$ cat config.mk
export PLATFORM = sky130hd
export DESIGN_NAME = tpdu_ctrl
export DESIGN_NICKNAME = d
export VERILOG_FILES = /design/src/tpdu_pkg.sv /design/src/tpdu_ctrl.sv
export SDC_FILE = /design/constraint.sdc
export NUM_CORES = 1
export LEC_CHECK = 0
export BUFFER_PORTS_ARGS = -buffer_cell sky130_fd_sc_hd__buf_2
export CELL_PAD_IN_SITES_DETAIL_PLACEMENT = 0
export CELL_PAD_IN_SITES_GLOBAL_PLACEMENT = 1
export CORE_MARGIN = 4
export CORE_UTILIZATION = 35
export DETAILED_ROUTE_END_ITERATION = 12
export PLACE_DENSITY = 0.84
export REMOVE_ABC_BUFFERS = 1
export SLEW_MARGIN = 20
export SYNTH_ARGS = -nofsm -noshare
export SYNTH_HDL_FRONTEND = slang
export SYNTH_SLANG_ARGS = --single-unit
export TNS_END_PERCENT = 10
$ cat constraint.sdc
create_clock -name clk_i -period 2.18 [get_ports clk_i]
set_clock_uncertainty 0.15 [all_clocks]
set_input_delay 0.436 -clock clk_i [delete_from_list [all_inputs] [get_ports clk_i]]
set_output_delay 0.436 -clock clk_i [all_outputs]
set_load 0.01 [all_outputs]
$ cat src/tpdu_pkg.sv
// ----------------------------------------------------------------------------
// Tour point distance unit package
// Shared widths, codes and the command and status bundles between the
// controller and the datapath.
// ----------------------------------------------------------------------------
package tpdu_pkg;

  localparam int unsigned INDEX_W = 10;
  localparam int unsigned COORD_W = 24;
  localparam int unsigned DIST_W  = 21;
  localparam int unsigned MODE_W  = 2;

  localparam int unsigned DIFF_W = COORD_W + 1;
  localparam int unsigned MAG_W  = COORD_W + 1;
  localparam int unsigned SQ_W   = 2 * MAG_W;
  localparam int unsigned SUM_W  = SQ_W;
  localparam int unsigned RAD_W  = SUM_W + 2;
  localparam int unsigned ROOT_W = RAD_W / 2;
  localparam int unsigned REM_W  = ROOT_W + 3;
  localparam int unsigned RND_W  = ROOT_W + 1;

  localparam int unsigned DIGIT_W    = 4;
  localparam int unsigned DIV_STEPS  = RAD_W / DIGIT_W;
  localparam int unsigned ROOT_STEPS = ROOT_W;
  localparam int unsigned CNT_W      = $clog2(ROOT_STEPS);

  localparam int unsigned ATT_DIVISOR = 10;
  localparam logic [DIST_W-1:0] DIST_MAX = {DIST_W{1'b1}};

  localparam logic [MODE_W-1:0] MODE_ROUND = 2'd0;
  localparam logic [MODE_W-1:0] MODE_CEIL  = 2'd1;
  localparam logic [MODE_W-1:0] MODE_ATT   = 2'd2;

  localparam logic OP_STORE = 1'b0;
  localparam logic OP_QUERY = 1'b1;

  typedef struct packed {
    logic capture;
    logic quot;
    logic reduce;
    logic write;
    logic diff;
    logic sq_x;
    logic sq_y;
    logic sum;
    logic load;
    logic div_step;
    logic adjust;
    logic root_step;
    logic round;
  } tpdu_cmd_t;

  typedef struct packed {
    logic is_query;
    logic mode_att;
  } tpdu_status_t;

endpackage

$ cat src/tpdu_ctrl.sv
// ----------------------------------------------------------------------------
// Tour point distance unit controller
// Sequences index reduction, table access, squaring, the divide by ten and
// the bit-serial square root, and issues one command bundle per cycle.
// ----------------------------------------------------------------------------
module tpdu_ctrl (
  input  logic                  clk_i,
  input  logic                  rst_ni,
  input  logic                  start_i,
  input  tpdu_pkg::tpdu_status_t status_i,
  output logic                  busy_o,
  output tpdu_pkg::tpdu_cmd_t   cmd_o
);
  import tpdu_pkg::*;

  localparam logic [3:0] ST_IDLE   = 4'd0;
  localparam logic [3:0] ST_QUOT   = 4'd1;
  localparam logic [3:0] ST_REDUCE = 4'd2;
  localparam logic [3:0] ST_WRITE  = 4'd3;
  localparam logic [3:0] ST_READ   = 4'd4;
  localparam logic [3:0] ST_DIFF   = 4'd5;
  localparam logic [3:0] ST_SQX    = 4'd6;
  localparam logic [3:0] ST_SQY    = 4'd7;
  localparam logic [3:0] ST_SUM    = 4'd8;
  localparam logic [3:0] ST_LOAD   = 4'd9;
  localparam logic [3:0] ST_DIV    = 4'd10;
  localparam logic [3:0] ST_ADJ    = 4'd11;
  localparam logic [3:0] ST_ROOT   = 4'd12;
  localparam logic [3:0] ST_ROUND  = 4'd13;

  logic [3:0]       state_q, state_d;
  logic [CNT_W-1:0] cnt_q, cnt_d;

  always_comb begin
    state_d = state_q;
    cnt_d   = cnt_q;
    cmd_o   = '0;
    unique case (state_q)
      ST_IDLE: begin
        if (start_i) begin
          cmd_o.capture = 1'b1;
          state_d       = ST_QUOT;
        end
      end
      ST_QUOT: begin
        cmd_o.quot = 1'b1;
        state_d    = ST_REDUCE;
      end
      ST_REDUCE: begin
        cmd_o.reduce = 1'b1;
        state_d      = status_i.is_query ? ST_READ : ST_WRITE;
      end
      ST_WRITE: begin
        cmd_o.write = 1'b1;
        state_d     = ST_IDLE;
      end
      ST_READ: begin
        state_d = ST_DIFF;
      end
      ST_DIFF: begin
        cmd_o.diff = 1'b1;
        state_d    = ST_SQX;
      end
      ST_SQX: begin
        cmd_o.sq_x = 1'b1;
        state_d    = ST_SQY;
      end
      ST_SQY: begin
        cmd_o.sq_y = 1'b1;
        state_d    = ST_SUM;
      end
      ST_SUM: begin
        cmd_o.sum = 1'b1;
        state_d   = ST_LOAD;
      end
      ST_LOAD: begin
        cmd_o.load = 1'b1;
        if (status_i.mode_att) begin
          cnt_d   = CNT_W'(DIV_STEPS - 1);
          state_d = ST_DIV;
        end else begin
          cnt_d   = CNT_W'(ROOT_STEPS - 1);
          state_d = ST_ROOT;
        end
      end
      ST_DIV: begin
        cmd_o.div_step = 1'b1;
        cnt_d          = cnt_q - CNT_W'(1);
        if (cnt_q == '0) begin
          state_d = ST_ADJ;
        end
      end
      ST_ADJ: begin
        cmd_o.adjust = 1'b1;
        cnt_d        = CNT_W'(ROOT_STEPS - 1);
        state_d      = ST_ROOT;
      end
      ST_ROOT: begin
        cmd_o.root_step = 1'b1;
        cnt_d           = cnt_q - CNT_W'(1);
        if (cnt_q == '0) begin
          state_d = ST_ROUND;
        end
      end
      ST_ROUND: begin
        cmd_o.round = 1'b1;
        state_d     = ST_IDLE;
      end
      default: begin
        state_d = ST_IDLE;
      end
    endcase
  end

  assign busy_o = (state_q != ST_IDLE);

  always_ff @(posedge clk_i or negedge rst_ni) begin
    if (!rst_ni) begin
      state_q <= ST_IDLE;
      cnt_q   <= '0;
    end else begin
      state_q <= state_d;
      cnt_q   <= cnt_d;
    end
  end

endmodule

---- Word-level counts from Yosys, hierarchy flattened ----
Index checks and enable logic that the tools add are counted.
storage, ports and cells
  bits in writable memories ............... 0
  bits in read-only memories .............. 0
  output and inout bits ................... 14
  bits in latches ......................... 0
  register bits after elaboration ......... 9
  memories ................................ 0
cells by class
  mux-type cells .......................... 22
  multipliers ............................. 0
  bitwise operators ....................... 0
  equality and inequality tests ........... 16
  shift-type cells ........................ 0
  divide/modulo/power cells ............... 0
  order comparisons ....................... 0
  reduce and logical (&&, ||, !) cells .... 6
  add/sub/neg operators ................... 1
operators by type and width
  kind                                                                count
  4-bit case mux with 12 select lines                                 1
  4-bit == test, second input constant                                6
  4-bit by 3-bit == test with 1-bit output, second input constant     4
  5-bit case mux with 3 select lines                                  1
  1-bit 2-to-1 mux                                                    14
  4-bit 2-to-1 mux                                                    3
  4-bit by 2-bit == test with 1-bit output, second input constant     2
  3-bit 2-to-1 mux                                                    2
  2-bit != test, second input constant                                3
  5-bit logical NOT                                                   1
  5-bit 2-to-1 mux                                                    1
  5-bit by 1-bit subtractor with 5-bit output, second input constant  1
  4-bit by 1-bit == test with 1-bit output, second input constant     1
  4-bit logical NOT                                                   1
  4-bit nonzero test                                                  1
  3-bit AND reduction                                                 1
  3-bit nonzero test                                                  1
  2-bit OR reduction                                                  1

---- Logic depth before layout (Yosys ltp) ----
Gate-level depths: netlist of the first run.
  word-level depth ........................ 3
  mapped depth ............................ 6
  depth with buffers taken out ............ 6

---- Least setup slack after synthesis of the first run ----
OpenSTA, ideal clock, no wires.
  path kind ............................... register to output
  start ................................... register state_q[1]
  end ..................................... output port cmd_o[10] in the netlist's numbering
  setup slack ............................. 0.544 ns
  required time ........................... 1.594 ns
  arrival time ............................ 1.050 ns
  cell stages (with the launch flop) ...... 4
  buffers on the path ..................... 1
  cells stage by stage .................... dfrtp_1 > clkbuf_1 > nand2_1 > nor3_1
RTL lines
  element                 RTL line          text
  from (decl)             tpdu_ctrl.sv:31   logic [3:0] state_q, state_d;
  from (signal assigned)  tpdu_ctrl.sv:122  state_q <= state_d;
  to (decl)               tpdu_ctrl.sv:12   output tpdu_pkg::tpdu_cmd_t cmd_o

==> impl_metrics.ini, run 1 <==
[pwr]
p_leak_nw = 0.4041
peakVddDrop_mv = 0.5508
powerDensity_mw_per_mm2 = 1297

[clock_network]
cts-root-buf = clkbuf_4
post-cts-setup-buffer-count = 0
clock-sinks = 9
cts.path.max_buffers = 2
tritoncts = done
clk_pin_slew_ns = 0.07
cts_max_level = 1
numCtsBuffers = 3
clock_latency_ns = 0.27

[status]
status = completed

[timing]
maxSlewHeadroom_pct = 71.03
slew_violations = 0
max_freq_mhz = 495.9
hold_viol = 0
rsz0062_at_grt = false
tns_ns = 0
finalCriticalPeriod_ns = 2.017
setup_viol = 0
whs_ns = 0.2767
min_period_over_period_pct = 92.50
tightest_slew_ns = 0.4346

[final_layout]
diodes = 0
fill_cells = 189
area_delta_synth_final_pct = 20.66
fin_nets = 108
drive_above_1_share_pct = 25.74

[logic_synthesis]
ys_seq_elements = 9
ys_warn_count = 0
synth_area_um2 = 641.9
ys_seq_area_share_pct = 35.09
synth_area_per_cell_um2 = 7.828
ys_types = 29
synthCells = 82

[drt]
avgRoutedWirePerCell_um = 11.82
drtIter0Drc = 22
vias = 618
finalWirelength_um = 1489
drtPass1Iterations = 4
drcViolationCount = 0
ant_nets = 0
viasPerCell = 4.905

[critical_path]
reg2reg_from = state_q[3]
reg2reg_slack_ns = 0.36
worstPathArrival_ns = 1.43
worstPathMaxFanout = 13
startpoint_type = flip-flop
worstPathRequired_ns = 1.59
timing.rr.end = cnt_q[4]
crit_path_end_kind = output pin
path_class = flip-flop to output pin
ff2ff_path_depth = 4

[hold_path]
whs_endpoint = state_q[2]
hold_start = status_i[0]
hp-class = input pin to flip-flop
hold_depth = 2

[global_routing]
track_usage_pct = 13.53
overflow = 0
grt_pass1_vias = 631
grt_pass1_wl_um = 2691
antenna_found_initial = 0
grt_max_degree = 14

[floorplanning]
die_h_um = 50.83
pin_count = 19
core-area_mm2 = 0.001727
dieWidth_um = 50.83
rows = 15
initial_core_util_pct = 37.17
dieArea_mm2 = 0.002583

[placed_design]
io_buffers = 18
hpwlAfterDp_um = 1112
routabilityCongestion = 0.7222

[flow_run]
cap_violations = 0
-- cell usage in the layout, fill, tap and decap left out, drive strengths merged, types with 3 or more instances in the layout --
cell type	n
a21oi	7
buf	18
clkbuf	4
dfrtp	9
inv	5
nand2	8
nand2b	3
nand3	3
nor2	13
nor3	7
o21ai	7
-- power by group --
group | total, mW | switching (mW) | leakage, nW | internal (mW)
Combinational | 0.485 | 0.266 | 0.282 | 0.219
Clock | 0.137 | 0.0658 | 0.0150 | 0.0709
Sequential | 0.383 | 0.142 | 0.107 | 0.241
-- layer usage --
metal | global-route usage (%) | vias up | share of wire (%)
met5 | 0 | - | 0
met4 | 6.278 | 0 | 1.3
met3 | 2.915 | 2 | 3.2
met2 | 19.78 | 10 | 45
met1 | 18.87 | 287 | 51
li1 | - | 319 | -
-- final cells by class --
type / instances / area (um2) / share of cell area [%]
Clock buffer: 4 / 26.28 / 3.393
Timing Repair Buffer: 19 / 100.1 / 12.92
Tap cell: 25 / 31.28 / 4.039
Multi-Input combinational cell: 64 / 372.9 / 48.14
Sequential cell: 9 / 225.2 / 29.08
Inverter: 5 / 18.77 / 2.423
-- cells in the mapped netlist --
cell / count / share of area [%]
nor2_1: 12 / 7.0
dfrtp_1: 9 / 35
nand2_1: 8 / 4.7
a21oi_1: 7 / 5.5
nor3_1: 7 / 5.5
inv_1: 5 / 2.9
o21ai_0: 5 / 3.9
nand3_1: 3 / 2.3
a21o_1: 2 / 2.3
buf_2: 2 / 1.6
nand2b_1: 2 / 1.9
o21ai_1: 2 / 1.6
xor2_1: 2 / 2.7
a31oi_1: 1 / 0.98
and2_4: 1 / 1.4
and3_1: 1 / 0.98
buf_6: 1 / 1.8
clkbuf_1: 1 / 0.58
ha_1: 1 / 1.9
mux2_4: 1 / 2.3
mux2i_1: 1 / 1.6
nand2b_2: 1 / 1.4
nand3b_4: 1 / 3.1
nor2_2: 1 / 0.98
nor2b_1: 1 / 0.98
o211a_1: 1 / 1.6
o21a_1: 1 / 1.2
o221ai_1: 1 / 1.4
or3_1: 1 / 0.98
-- cell families (layout without fill, tap and decap cells) --
logic type                 after synthesis  count (layout)  synth area share (%)
and+or+nand+nor                         39              39                 31.19
AOI/OAI and AO/OA                       20              20                 18.32
DFF                                      9               9                 35.09
buffers and inverters                    9              28                 6.822
xor gates and xnor gates                 2               2                 2.730
muxes                                    2               2                 3.898
adders and majority gates                1               1                 1.949
-- worst max-delay path by stage --
stage,from,endpoint,depth (start not counted),slack [ns]
2_1_floorplan,state_q[3],cnt_q[4],4,0.51
3_3_place_gp,state_q[3],cnt_q[4],4,0.44
3_5_place_dp,state_q[3],cnt_q[4],4,0.40
4_1_cts,state_q[3],cmd_o[12],3,0.17
5_1_grt,state_q[0],cmd_o[11],3,0.02
6_report,state_q[3],cmd_o[12],3,0.16
-- critical path, stage by stage (launching register included) --
cell,delay (ns)
dfrtp_1,0.54
nor2_1,0.31
and3_1,0.19
buf_2,0.12
-- state kept, by name, summed over array words and instances (netlist names) --
register  count
cnt_q         5
state_q       4
-- what timing repair did --
item	CTS	global route
hold buffers	1	0
endpoints found under the hold margin	9	0
resized for setup	0	0
endpoints found under the setup margin	0	0
-- stage by stage --
step	area (um2)	util (%)	power [mW]	setup WS (ns)	instances
2_1_floorplan	616.8	-	0.7171	0.5066	78
3_3_place_gp	738.2	42.75	0.8575	0.4408	121
3_5_place_dp	738.2	42.75	0.8690	0.3994	121
4_1_cts	774.5	44.86	1.010	0.1728	126
5_1_grt	774.5	44.86	1.106	0.01901	126
6_report	774.5	44.86	1.005	0.1635	126
Note: power is estimated with default switching activity, not from simulation.
==> run 2, diff against run 1 <==
Settings changed: ABC_AREA set to 1, CORE_UTILIZATION 35 to 34, PLACE_DENSITY 0.84 to 0.83.
==> impl_metrics.ini, run 2 <==
[final_layout]
regMostFlops = cnt_q
largestRegisters = cnt_q (5), state_q (4)
fin_cells = 151
largest_reg_flops = 5
layout_common_cells = 30 x nand2_1, 18 x buf_2, 17 x inv_1
drive_above_1_share_pct = 28.23
diodes = 0
final_common_cell = nand2_1
fin_nets = 131
area_delta_synth_final_pct = 21.60

[critical_path]
crit_path_end_kind = output pin
worstPathRequired_ns = 1.59
worstPathMaxFanout = 8
startpoint_type = flip-flop
worstPathArrival_ns = 1.40
path_class = flip-flop to output pin

[placed_design]
io_buffers = 18
placed_cells = 146
routabilityCongestion = 0.7594
hpwlAfterDp_um = 1259

[logic_synthesis]
synth_top_family_by_area = simple AND/OR/NAND/NOR gates
synth_top_area_share_pct = 32.67
synth_area_leaders = dfrtp_1 33%, nand2_1 16%, inv_1 9.3%
async_flop_share_pct = 100.0
synth.most_common_cell = nand2_1
synth_edf_count = 0
ys_top_cells_by_count = 30 x nand2_1, 17 x inv_1, 13 x nor2_1
synthCells = 102
ys_types = 21
synth_mux_area_share_pct = 0
synth_area_um2 = 689.4
ys_seq_area_share_pct = 32.67
synth_top_area_cell = dfrtp_1
synth-adder-area-share_pct = 1.815
synth_xor_area_share_pct = 1.270
ys_warn_count = 0
synth_compound_area_share_pct = 4.174
ys_seq_elements = 9
synth_area_per_cell_um2 = 6.759
synth_ff_type = dfrtp_1
yosys.area_share.simple_pct = 47.55

[global_routing]
grt_max_degree = 10
overflow = 0
antenna_found_initial = 0
grt_pass1_vias = 600
track_usage_pct = 12.88
grt_pass1_wl_um = 2649

[floorplanning]
rows = 16
dieArea_mm2 = 0.002812
pin_count = 19
die_h_um = 53.03
core-area_mm2 = 0.001942
initial_core_util_pct = 35.50
dieWidth_um = 53.03

[pwr]
p_total_mw = 1.033
p_leak_nw = 0.5188
peakVddDrop_mv = 0.5956
powerDensity_mw_per_mm2 = 1232

[timing]
hold_viol = 0
min_period_over_period_pct = 90.92
tightest_slew_ns = 0.3221
slew_violations = 0
max_freq_mhz = 504.5
tns_ns = 0
maxSlewHeadroom_pct = 78.52
rsz0062_at_grt = false
setup_viol = 0
finalCriticalPeriod_ns = 1.982

[clock_network]
clock-sinks = 9
tritoncts = done
numCtsBuffers = 3
clock_latency_ns = 0.26
cts-root-buf = clkbuf_4
cts_max_level = 1
cts_resized = 0
clk_pin_slew_ns = 0.06
cts.path.max_buffers = 2

[drt]
drcViolationCount = 0
finalWirelength_um = 1491
vias = 648
drtIter0Drc = 9
avgRoutedWirePerCell_um = 9.874
viasPerCell = 4.291
drtPass1Iterations = 4
ant_nets = 0

[status]
status = completed

[flow_run]
cap_violations = 0

[hold_path]
hp-class = input pin to flip-flop
-- run 2: cell types whose count changed after synthesis, sizes merged, moves of 3 or more --
| cell | delta |
|---|---|
| nand3 | +4 |
| nor3 | -5 |
| a21oi | -5 |
| o21ai | -6 |
| nor2 | +5 |
| inv | +15 |
| nand2b | -3 |
| nand2 | +28 |
-- run 2: routing by layer --
| layer | wire length, um | track usage [%] | vias to the layer above |
|---|---|---|---|
| li1 | - | - | 352 |
| met1 | 683 | 15.24 | 280 |
| met2 | 725 | 22.52 | 16 |
| met3 | 82 | 2.535 | 0 |
| met4 | 0 | 5.106 | 0 |
| met5 | 0 | 0 | - |
-- run 2: kinds of logic (layout without fill, tap and decap cells) --
kind of cell | Yosys count | in the layout
XOR/XNOR | 1 | 1
AO/OA/AOI/OAI | 5 | 5
AND/OR/NAND/NOR | 65 | 65
adder cells (fa/ha/maj) | 1 | 1
flip-flops | 9 | 9
buffers and inverters | 21 | 43
-- run 2: path summary, 6_finish.rpt --
kind / slack, ns / start / end / depth (start not counted)
max: 0.20 / state_q[0] / cmd_o[12] / 6
min: 0.30 / status_i[1] / state_q[2] / 3
max reg2reg: 0.85 / state_q[0] / state_q[2] / 5
min reg2reg: 0.35 / cnt_q[4] / cnt_q[4] / 2
max in group asynchronous: 1.29 / rst_ni / state_q[3] / 2
min in group asynchronous: 0.40 / rst_ni / cnt_q[1] / 2
-- run 2: worst max-delay path: stages (launching register included) --
cell and delay [ns]:
dfrtp_1 0.49, nor2_4 0.18, inv_1 0.09, nor2_1 0.13, inv_1 0.07, nor2_1 0.07, buf_2 0.13
-- run 2: area by class of cell --
| cell class | count | area (um2) |
|---|---|---|
| flip-flops and latches | 9 | 225.2 |
| well taps | 27 | 33.78 |
| clock buffers | 4 | 26.28 |
| repair buffers | 19 | 100.1 |
| fillers | 213 | 1104 |
| inverters | 20 | 75.07 |
| multi-input cells | 72 | 377.9 |
-- run 2: power by group --
group	switching, mW	internal, mW	total [mW]	leakage [nW]
logic	0.355	0.209	0.564	0.396
registers	0.0971	0.244	0.341	0.108
clock network	0.0574	0.0704	0.128	0.0150
-- run 2: timing repair --
action	in CTS	in global routing
hold buffers	1	0
hold endpoints to repair	9	0
setup buffers	0	0
-- run 2: per-stage QoR --
| step | area [um2] | util (%) | setup WS [ns] | hold slack, ns |
|---|---|---|---|---|
| floorplan | 678.2 | - | 0.5319 | -0.009591 |
| global placement | 802.0 | 41.30 | 0.5005 | 0.1473 |
| detailed placement | 802.0 | 41.30 | 0.4692 | 0.1500 |
| CTS | 838.3 | 43.17 | 0.1824 | 0.2923 |
| global route | 838.3 | 43.17 | 0.02453 | 0.3067 |
| finish | 838.3 | 43.17 | 0.1979 | 0.2976 |
==> run 3, diff against run 2 <==
Settings changed: CTS_BUF_LIST set to sky130_fd_sc_hd__clkbuf_16.
==> impl_metrics.ini, run 3 (same netlist as run 2, synthesis figures left out) <==
[critical_path]
slowest_stage = dfrtp_1
critPathMaxStageDelay_ns = 0.48
worstPathArrival_ns = 1.37
crit_path_end_kind = output pin
cpLargestDelayFamily = flip-flops
worstPathRequired_ns = 1.59
startpoint_type = flip-flop
path_class = flip-flop to output pin
cp_cell_sequence = nor2_4, inv_1, nor2_1, inv_1, nor2_1, buf_2
worstPathMaxFanout = 8
cp_num_buf_inv = 3

[clock_network]
cts_resized = 0
clock-sinks = 9
cts-root-buf = clkbuf_16
cts.path.max_buffers = 2
cts_max_level = 1
clock_latency_ns = 0.23
clk_pin_slew_ns = 0.04
post-cts-setup-buffer-count = 0
tritoncts = done
numCtsBuffers = 3

[pwr]
powerDensity_mw_per_mm2 = 1376
peakVddDrop_mv = 0.7221
p_leak_nw = 0.5461

[final_layout]
fill_cells = 206
diodes = 0
fin_cells = 151
final-seq-area_um2 = 225.2
finalInstanceArea_um2 = 890.9
fin_nets = 131
largest_reg_flops = 5
area_delta_synth_final_pct = 29.22
largestRegisters = cnt_q (5), state_q (4)
final_common_cell = nand2_1
multi_input_area_um2 = 377.9
regMostFlops = cnt_q
layout_common_cells = 30 x nand2_1, 18 x inv_1, 18 x buf_2
drive_above_1_share_pct = 28.23

[floorplanning]
dieWidth_um = 53.03
die_h_um = 53.03
rows = 16
pin_count = 19
core-area_mm2 = 0.001942
initial_core_util_pct = 35.50
dieArea_mm2 = 0.002812

[placed_design]
hpwlAfterDp_um = 1259
place_area_um2 = 802.0
dp_slack_ns = 0.4692
placed_cells = 146
routabilityCongestion = 0.7594
io_buffers = 18

[hold_path]
hp-class = input pin to flip-flop

[timing]
tns_ns = 0
slew_violations = 0
fin_ws_ns = 0.2221
finalCriticalPeriod_ns = 1.958
max_freq_mhz = 510.7
min_period_over_period_pct = 89.81
hold_viol = 0
setup_viol = 0
maxSlewHeadroom_pct = 78.51
tightest_slew_ns = 0.3223
rsz0062_at_grt = false

[drt]
vias = 653
ant_nets = 0
viasPerCell = 4.325
drtPass1Iterations = 3
drcViolationCount = 0
avgRoutedWirePerCell_um = 10.13
finalWirelength_um = 1529
drtIter0Drc = 8

[flow_run]
cap_violations = 0

[global_routing]
overflow = 0
grt_max_degree = 10
grt_pass1_wl_um = 2691
grt_pass1_vias = 610
track_usage_pct = 13.53
antenna_found_initial = 0

[status]
status = completed
run 3: changes by cell type in the layout (fill, tap and decap cells not counted), sizes merged:
| cell | before | now |
|---|---|---|
| inv | 20 | 21 |
| clkbuf | 4 | 3 |
run 3: layer usage:
layer | track usage (%) | up-vias | share of wire (%)
met1 | 15.07 | 279 | 45
met5 | 0 | - | 0
met2 | 23.14 | 17 | 46
met3 | 3.380 | 5 | 6.4
met4 | 7.660 | 0 | 2.4
li1 | - | 352 | -
run 3: worst min-delay path: stages:
cell and delay, ns:
buf_2 0.11, a21oi_1 0.07, nand2_1 0.06
run 3: final timing paths:
kind | start | end | slack (ns) | cells past startpoint
worst max-delay path | state_q[0] | cmd_o[12] | 0.22 | 6
worst min-delay path | status_i[1] | state_q[2] | 0.32 | 3
worst max register to register | state_q[0] | state_q[2] | 0.84 | 5
worst min register to register | cnt_q[1] | cnt_q[1] | 0.35 | 2
max in group asynchronous | rst_ni | state_q[0] | 1.27 | 2
min in group asynchronous | rst_ni | cnt_q[1] | 0.43 | 2
run 3: through the flow:
stage,util (%),power (mW),hold slack (ns)
6_report,45.88,1.226,0.3206
5_1_grt,45.88,1.355,0.3391
4_1_cts,45.88,1.245,0.3190
3_5_place_dp,41.30,0.9146,0.1500
3_3_place_gp,41.30,0.8992,0.1473
2_1_floorplan,-,0.7598,-0.009591
run 3: power breakdown:
part           total, mW  switching [mW]  internal, mW
combinational      0.565           0.356         0.209
clock              0.320          0.0800         0.240
sequential         0.342          0.0968         0.245
run 3: layout make-up:
class                   count  area share, %
multi-input cells          72          42.42
flip-flops and latches      9          25.28
repair buffers             19          11.24
clock buffers               3          8.427
inverters                  20          8.427
well taps                  27          3.792
clock inverters             1         0.4213
run 3: timing repair:
item                                   4_1_cts  5_1_grt
hold buffers                                 1        0
endpoints found under the hold margin        9        0
setup endpoints to repair                    0        0
